File: src/rtl/sba_pkg.sv
// Shared types and codes for the sector bitmap allocator.
// Used by the controller, datapath and top level; depends on nothing.
package sba_pkg;

    // Sector capacity; the 12-bit sector ports address exactly this many.
    localparam int NUM_SECTORS = 4096;

    localparam logic [1:0] CMD_RESERVE = 2'd0;
    localparam logic [1:0] CMD_RELEASE = 2'd1;
    localparam logic [1:0] CMD_MARK    = 2'd2;
    localparam logic [1:0] CMD_QUERY   = 2'd3;

    localparam logic [1:0] ST_OK       = 2'd0;
    localparam logic [1:0] ST_NO_SPACE = 2'd1;
    localparam logic [1:0] ST_HEADER   = 2'd2;
    localparam logic [1:0] ST_RANGE    = 2'd3;

    // Datapath operations issued by the controller.
    typedef enum logic [2:0] {
        OP_NONE,
        OP_LOAD,
        OP_SCAN,
        OP_WRITE,
        OP_TRIM,
        OP_CLEAR
    } dp_op_t;

    typedef struct packed {
        dp_op_t op;
    } dp_cmd_t;

    typedef struct packed {
        logic done;
    } dp_status_t;

endpackage

File: src/rtl/sba_ctrl.sv
// Controller state machine for the sector bitmap allocator.
// Depends on sba_pkg; drives the datapath through dp_cmd_t.
module sba_ctrl
    import sba_pkg::*;
(
    input  logic       clk,
    input  logic       rst_n,
    input  logic       start,
    input  logic       phase_done,
    input  logic [1:0] cmd_code,
    input  logic       fail,
    output logic       busy,
    output logic       done,
    output dp_cmd_t    dp_cmd
);

    typedef enum logic [2:0] {
        S_CLEAR,
        S_IDLE,
        S_LOAD,
        S_SCAN,
        S_WRITE,
        S_TRIM,
        S_DONE
    } state_t;

    state_t state_reg, state_next;

    always_comb
    begin
        state_next = state_reg;
        dp_cmd.op = OP_NONE;
        unique case (state_reg)
            S_CLEAR:
            begin
                dp_cmd.op = OP_CLEAR;
                if (phase_done)
                    state_next = S_IDLE;
            end
            S_IDLE:
            begin
                if (start)
                    state_next = S_LOAD;
            end
            S_LOAD:
            begin
                dp_cmd.op = OP_LOAD;
                if (fail)
                    state_next = S_DONE;
                else if (cmd_code == CMD_RESERVE)
                    state_next = S_SCAN;
                else if (cmd_code == CMD_QUERY)
                    state_next = S_DONE;
                else
                    state_next = S_WRITE;
            end
            S_SCAN:
            begin
                dp_cmd.op = OP_SCAN;
                if (phase_done)
                    state_next = fail ? S_DONE : S_WRITE;
            end
            S_WRITE:
            begin
                dp_cmd.op = OP_WRITE;
                if (phase_done)
                    state_next = (cmd_code == CMD_RELEASE) ? S_TRIM : S_DONE;
            end
            S_TRIM:
            begin
                dp_cmd.op = OP_TRIM;
                if (phase_done)
                    state_next = S_DONE;
            end
            S_DONE:
            begin
                state_next = S_IDLE;
            end
            default:
            begin
                state_next = S_IDLE;
            end
        endcase
    end

    always_ff @(posedge clk or negedge rst_n)
    begin
        if (!rst_n)
            state_reg <= S_CLEAR;
        else
            state_reg <= state_next;
    end

    assign busy = (state_reg != S_IDLE);
    assign done = (state_reg == S_DONE);

endmodule

File: config.mk
export PLATFORM = sky130hd
export DESIGN_NAME = sba_ctrl
export DESIGN_NICKNAME = d
export VERILOG_FILES = /design/src/rtl/sba_pkg.sv /design/src/rtl/sba_ctrl.sv
export SDC_FILE = /design/constraint.sdc
export NUM_CORES = 1
export LEC_CHECK = 0
export BUFFER_PORTS_ARGS = -buffer_cell sky130_fd_sc_hd__buf_2
export CAP_MARGIN = 40
export CELL_PAD_IN_SITES_DETAIL_PLACEMENT = 2
export CELL_PAD_IN_SITES_GLOBAL_PLACEMENT = 2
export CORE_UTILIZATION = 24
export DETAILED_ROUTE_END_ITERATION = 10
export PLACE_DENSITY_LB_ADDON = 0.1
export SYNTH_ARGS = -nofsm -noshare
export SYNTH_HDL_FRONTEND = slang
export SYNTH_SLANG_ARGS = --single-unit
export TNS_END_PERCENT = 10
File: constraint.sdc
create_clock -name clk -period 1.4 [get_ports clk]
set_clock_uncertainty 0.1 [all_clocks]
set_input_delay 0.21 -clock clk [delete_from_list [all_inputs] [get_ports clk]]
set_output_delay 0.21 -clock clk [all_outputs]
set_load 0.02 [all_outputs]
After elaboration in Yosys (flattened, before gate mapping):

Cells that the tools add are included.
W data, S select, Z words.

* input port bits: 7
* output and inout bits: 5
* flip-flop bits (word level): 3
* logic and storage cells: 30

* reductions and logical operators: 3
* mux-type cells: 12
* equal/unequal tests: 14

Operators by type and width (number)
* $mux W3: 7
* $pmux W3 S6: 1
* $pmux W3 S5: 1
* $ne A2 B2 Y1 const B: 5
* $eq A3 B3 Y1 const B: 3
* $eq A3 B2 Y1 const B: 2
* $mux W2: 3
* $reduce_and A5 Y1: 1
* $eq A3 B1 Y1 const B: 1
* $logic_not A3 Y1: 1
* $ne A3 B1 Y1 const B: 1
* $eq A2 B1 Y1 const B: 1
* $eq A2 B2 Y1 const B: 1
* $logic_not A2 Y1: 1

Logic depth before layout (Yosys ltp):

Gate-level depths: netlist (run 1).

* depth after elaboration: 5
* depth in mapped cells: 5
* depth with buffers taken out: 5

Least setup slack after synthesis (run 1):

Ideal clock, no wire load.

* kind: register -> output
* start: reg state_reg[1]
* end: out dp_cmd[1] in the netlist's numbering
* required time: 1.090 ns
* cell stages (with the launch flop): 4
* arrival time: 1.087 ns
* buffers on the path: 1
* setup slack: 0.003 ns
* path through: dfrtp_1 -> buf_2 -> nand2b_1 -> o22ai_1

RTL lines
* start: declaration: RTL line sba_ctrl.sv:27 `state_t state_reg, state_next;`
* start signal: assignment: RTL line sba_ctrl.sv:91 `state_reg <= state_next;`
* end: declaration: RTL line sba_ctrl.sv:14 `output dp_cmd_t dp_cmd`

Worst setup path after layout (run 1):

* start: reg state_reg[2]
* end: out busy

* cells in the longest elaborated chain, start to end: 1

RTL lines
* $ne A3 B1 Y1: RTL line sba_ctrl.sv:94 `assign busy = (state_reg != S_IDLE);`
* end: declaration: RTL line sba_ctrl.sv:12 `output logic busy,`

Every way passes these cells.

==> impl_results.md, run 1 <==
- Status: finished, violations left
- Failing checks: setup timing
- Critical Path AT: 1.19 ns
- Top Layer Used: met4
- Worst R2R End: state_reg[0]
- Final hold viol count: 0
- Hpwl dp: 786 µm
- Clk_lat worst skew: between 0.2 and 0.25 ns
- Pwr Density: between 2000 and 2500 nW/µm²
- Crit start category: register
- Final Net Count: 73
- Async S/R FF share, synth: 1.00
- Syn Inst Count: 41
- WL met2: 641 µm
- CTS root buf: clkbuf_4
- Initial core utilization: 0.257
- RSZ-0062 raised after global routing: true
- Final Non-Filler Cells: between 70 and 80
- Lkg Pwr: 0.255 nW
- RR Startpoint: state_reg[2]
- CP Capture Type: output pin
- Initial antenna violation count: 0
- Port Buffers: 11
- Final WL: approximately 1.2 mm
- Hold WC Path Type: in -> async
- Slew Viols, Final: 0
- WP data required: around 1.1 ns
- Mean Syn Cell Area: slightly above 8 µm²
- Type of the worst setup path: reg -> out
- Number of detailed-route iterations in the first pass: 3
- Core ar.: roughly 1300 µm²
- F_max: between 0.6 and 0.7 GHz
- IO Count: 12
- Final worst-path cycle share: 1.07
- # DRC: 0
- Slew margin rel.: 0.886
- CP max stage cell: dfrtp_2
- Placed insts: 68
- Wire length on met1: 452 µm
- Largest net degree at the start of global routing: 13
- Util after Layout: 0.426
- # setup viols final: 5
- Synthesized flop and latch total: 3
- DRT iter0 DRCs: 4
- Setup slack on the worst flop-to-flop path: ~0.070 ns
- Clk slew on worst S/H paths: 0.04 ns
- H-tree lvl count: 1
- Total power: about 0.0014 W
- Number of synthesized flops with an enable pin: 0
- Clock sink count: 3
- Synth Net Count: 50
- TritonCTS Buffers: 3
- VDD IR max: between 0.5 and 0.6 mV
- DR vias/cell: 4.86
- FP Rows: 13
- Die width: around 39 µm
- Vias: approximately 380
- Wire length on met3: approximately 30 µm
- CTS tree: done
- Area growth from synthesis to layout: 65.9%
- Max reg flops: 3
- Layout cell share with drive strength beyond 1: 0.524
- Post-synth cell types: 24
- Yosys warnings: 0
- Vias in the first global route: roughly 380
- Antenna diodes: 0
- Die Ht: approximately 40 µm
- Post-synthesis instance area: 330 µm²
- Register area share after synthesis: 0.227
- Maximum net fanout on the critical path: 4
- Pre-CTS setup slack: 0.0902 ns
- ANT nets after route: 0
- Minimum clock period: 1.50 ns
- Clock Path Buffers: 2
- First-pass GRT wire length: 1.62 mm
- Post-Place Cell Area: between 400 and 500 µm²
- Max Cap Violations: 0
- CP peak stage delay: between 0.4 and 0.5 ns
- Fin area: between 500 and 600 µm²
- Synth Flop Type: dfrtp_1
- Total GRT Usage: 0.170
- Grt ovf: 0
- Worst Max-Slew Pin Slew: between 0.15 and 0.2 ns
- FF-to-FF path depth: 5
- Final setup margin: -0.0951 ns
- Worst-path cell chain: nand2b_1 > or2_1 > buf_2
- Area of the die: roughly 1500 µm²
- Routed length per instance: around 15 µm
- Routability cong.: about 0.75
-- cell usage in the layout (no fill, tap or decap) --
master         synthesis  routed
a21oi_1                4       2
a21oi_2                0       2
a31o_1                 1       1
and2b_1                1       1
buf_12                 0       1
buf_2                  1       7
buf_4                  1       9
buf_6                  1       3
clkbuf_1               0       1
clkbuf_4               0       3
dfrtp_1                3       1
dfrtp_2                0       2
dlygate4sd3_1          0       1
ha_1                   2       2
inv_1                  3       3
mux2_4                 1       1
nand2_1                3       3
nand2b_1               6       5
nand2b_4               0       1
nand3_1                1       1
nor2_1                 2       2
nor2b_1                1       1
o211ai_1               1       1
o21ai_1                1       1
o21ai_2                1       1
o21bai_1               1       1
o221ai_2               0       1
o22ai_2                1       2
or2_1                  2       2
or2b_1                 1       1
-- report_power, final --
group          switching (W)  total [W]  internal (W)
Clock              0.0000542   0.000162      0.000107
Sequential         0.0000539   0.000191      0.000137
Combinational       0.000485    0.00102      0.000531
-- area by class of cell --
| type | instances | area [µm²] |
|---|---|---|
| well taps | 15 | 18.8 |
| inverters | 3 | 11.3 |
| clock buffers | 4 | 26.3 |
| fillers | 145 | 737 |
| multi-input cells | 32 | 248 |
| repair buffers | 21 | 166 |
| flip-flops and latches | 3 | 77.6 |
-- synth_stat cells (2+ instances only) --
cell      count  area (µm²)
a21oi_1       4        20.0
or2_1         2        12.5
ha_1          2        25.0
nand2b_1      6        37.5
inv_1         3        11.3
nor2_1        2        7.51
dfrtp_1       3        75.1
nand2_1       3        11.3
-- through the flow --
step / setup TNS, ns / hold WS [ns]
after floorplan: 0 / -0.186
after global placement: 0 / -0.0931
after detailed placement: 0 / -0.0913
after CTS: -0.288 / 0.197
after global routing: -0.487 / 0.206
final: -0.271 / 0.189
-- critical path: cells and delay by family (launching register included) --
kind	cells	cell delay [ns]
buffers and inverters	1	0.16
flip-flops	1	0.41
AND/OR/NAND/NOR	2	0.38
-- repair_timing --
action,CTS,global route
hold buffers,1,0
pin swaps,1,0
resized for setup,10,4
hold endpoints to repair,3,0
buffers inserted,4,1
endpoints found under the setup margin,5,5
-- worst max-delay path by stage --
stage / start / cells past startpoint / slack, ns / end
global route: state_reg[0] / 3 / -0.15 / dp_cmd[2]
global placement: state_reg[2] / 3 / 0.13 / dp_cmd[2]
floorplan: state_reg[1] / 3 / 0.003 / dp_cmd[1]
finish: state_reg[2] / 3 / -0.1 / busy
CTS: state_reg[0] / 3 / -0.11 / dp_cmd[2]
detailed placement: state_reg[0] / 3 / 0.09 / dp_cmd[2]
-- kinds of logic (layout without fill, tap and decap cells) --
logic type | Yosys count | after routing | synth area share
flops | 3 | 3 | 0.227
simple gates | 17 | 17 | 0.288
compound gates | 12 | 12 | 0.258
fa+ha+maj | 2 | 2 | 0.0757
buf+inv | 6 | 28 | 0.106
mux | 1 | 1 | 0.0454
-- metal layers --
metal / vias up / GRT usage
met3: 6 / 0.0116
met2: 13 / 0.292
met4: 0 / 0.190
li1: 181 / -
met5: - / 0
met1: 179 / 0.169
No activity file was read; power rests on OpenSTA's default activity.
==> inputs of run 2 (changes only) <==
- CORE_UTILIZATION: 24 -> 22
- clock period: 1.4 -> 1.27 ns (I/O delays scaled with it)
==> run 2 against run 1 <==
  * The run still ends with setup timing left
  * Total power increased by 7.5%
  * Setup slack got worse by 0.11 ns
  * Die area increased by 8.6%
  * Critical endpoint is now dp_cmd[2]
  * Combinational power increased by 6%
==> impl_results.md, run 2 (synthesized netlist as in run 1, its figures left out) <==
- Die Ht: 40.8 µm (+4.2%)
- Antenna diodes: 0 (unchanged)
- Final hold viol count: 0 (unchanged)
- Port Buffers: 11 (unchanged)
- Largest net degree at the start of global routing: 7 (-6)
- F_max: 0.679 GHz
- # DRC: 0 (unchanged)
- Clk_lat worst skew: 0.23 ns (about the same)
- WP data required: 0.98 ns (-0.11 ns)
- Critical Path AT: 1.18 ns (about the same)
- Most frequent cells in the layout: buf_4, buf_2, nand2b_1
- Routed length per instance: 13.5 µm (-11%)
- Hold WC Path Type: in -> async
- CP Capture Type: output pin
- Area growth from synthesis to layout: 68.6%
- Clk slew on worst S/H paths: 0.04 ns (about the same)
- Grt ovf: 0 (unchanged)
- Maximum net fanout on the critical path: 5 (+1)
- Initial antenna violation count: 0 (unchanged)
- Routability cong.: 0.853 (+13%)
- Commonest non-fill, non-tap cell in the layout: buf_4
- Area of the die: 1660 µm² (+8.6%)
- Pre-CTS setup slack: -0.0317 ns (-0.122 ns)
- Initial core utilization: 0.245 (-0.0124)
- Status: finished, violations left
- Total GRT Usage: 0.158 (-0.0126)
- H-tree lvl count: 1 (unchanged)
- CTS root buf: clkbuf_4
- Core ar.: 1350 µm² (+5.1%)
- Max reg flops: 3 (unchanged)
- Clock sink count: 3 (unchanged)
- Final Net Count: 76 (+4.1%)
- Slew margin rel.: 0.886 (about the same)
- Max Cap Violations: 0 (unchanged)
- Final WL: 1.09 mm (-7.5%)
- Worst Max-Slew Pin Slew: 0.170 ns (-0.000698 ns)
- # setup viols final: 7 (+2)
- Crit start category: register
- CTS tree: done
- FP Rows: 13 (unchanged)
- DR vias/cell: 4.62 (-5.0%)
- # fillers: 162 (+12%)
- Vias: 374 (-1.3%)
- Type of the worst setup path: reg -> out
- Final setup margin: -0.202 ns (-0.107 ns)
- Setup slack on the worst flop-to-flop path: -0.15 ns (-0.22 ns)
- VDD IR max: 0.574 mV (-2.3%)
- Vias in the first global route: 392 (+4.3%)
- Layout cell share with drive strength beyond 1: 0.576 (+0.0519)
- Final worst-path cycle share: 1.16
- FF-to-FF path depth: 6 (+1)
- Clock Path Buffers: 2 (unchanged)
- Crit. Startpoint: state_reg[2]
- RR Startpoint: state_reg[2]
- RSZ-0062 raised after global routing: true
- Total power: 0.00147 W (+7.5%)
- TritonCTS Buffers: 3 (unchanged)
- Worst R2R End: state_reg[0]
- DRT iter0 DRCs: 0 (-4)
- Number of detailed-route iterations in the first pass: 1 (-2)
- Die width: 40.8 µm (+4.2%)
- Minimum clock period: roughly 1.5 ns
- Slew Viols, Final: 0 (unchanged)
- Failing checks: setup timing
- Lkg Pwr: 0.260 nW (+2.0%)
- Pwr Density: 2640 nW/µm² (+5.8%)
- IO Count: 12 (unchanged)
- Util after Layout: 0.412 (-0.0141)
- First-pass GRT wire length: 1.66 mm (+2.2%)
- ANT nets after route: 0 (unchanged)
- Crit path capture: dp_cmd[2]
## run 2: cell count changes in the layout (fill, tap and decap cells not counted)
cell      delta
buf_4        +5
a21oi_1      -2
a21oi_2      +2
nand2b_1     +1
nor2_2       +1
buf_6        -1
buf_12       -1
nand2b_4     -1
nor2_1       -1
## run 2: critical path: stages, from the launching register on
cell and delay (ns):
dfrtp_1 0.41, or2_1 0.26, a21oi_2 0.13, buf_4 0.15
## run 2: how the worst min path moves through the flow
stage | endpoint | slack, ns | depth (start not counted)
after floorplan | state_reg[0] | -0.21 | 0
final | state_reg[2] | 0.18 | 2
after detailed placement | state_reg[0] | -0.11 | 1
after CTS | state_reg[2] | 0.18 | 2
after global routing | state_reg[2] | 0.20 | 2
after global placement | state_reg[1] | -0.11 | 1
## run 2: cell type report
cell class	count	area [µm²]	area share
timing repair buffer	24	173	0.310
inverter	3	11.3	0.0202
sequential	3	77.6	0.139
multi-input combinational	32	250	0.449
clock buffer	4	26.3	0.0472
tap	15	18.8	0.0337
## run 2: where the power goes
part | internal (W) | switching, W | total [W] | leakage [nW]
Combinational | 0.000570 | 0.000513 | 0.00108 | 0.211
Sequential | 0.000151 | 0.0000659 | 0.000217 | 0.0345
Clock | 0.000118 | 0.0000534 | 0.000171 | 0.0150
Total | 0.000840 | 0.000633 | 0.00147 | 0.260
## run 2: repair_timing
item,in CTS,in global routing
resized for setup,13,0
pin swaps,1,0
setup endpoints to repair,7,7
hold buffers,1,0
setup buffers,4,0
hold endpoints to repair,3,0
## run 2: per-layer routing
| layer | vias up | share of wire | global-route usage |
|---|---|---|---|
| met5 | - | 0 | 0 |
| met4 | 0 | 0.016 | 0.100 |
| met3 | 2 | 0.015 | 0.0326 |
| met2 | 8 | 0.53 | 0.270 |
| met1 | 177 | 0.44 | 0.176 |
| li1 | 187 | - | - |
## run 2: through the flow
step	TNS (ns)	instances	instance area [µm²]	hold WS [ns]
6_report	-0.869	81	557	0.178
3_5_place_dp	-0.0493	72	450	-0.111
3_3_place_gp	0	72	450	-0.112
2_1_floorplan	-0.0261	41	340	-0.205
4_1_cts	-0.881	81	557	0.179
5_1_grt	-1.26	81	557	0.197
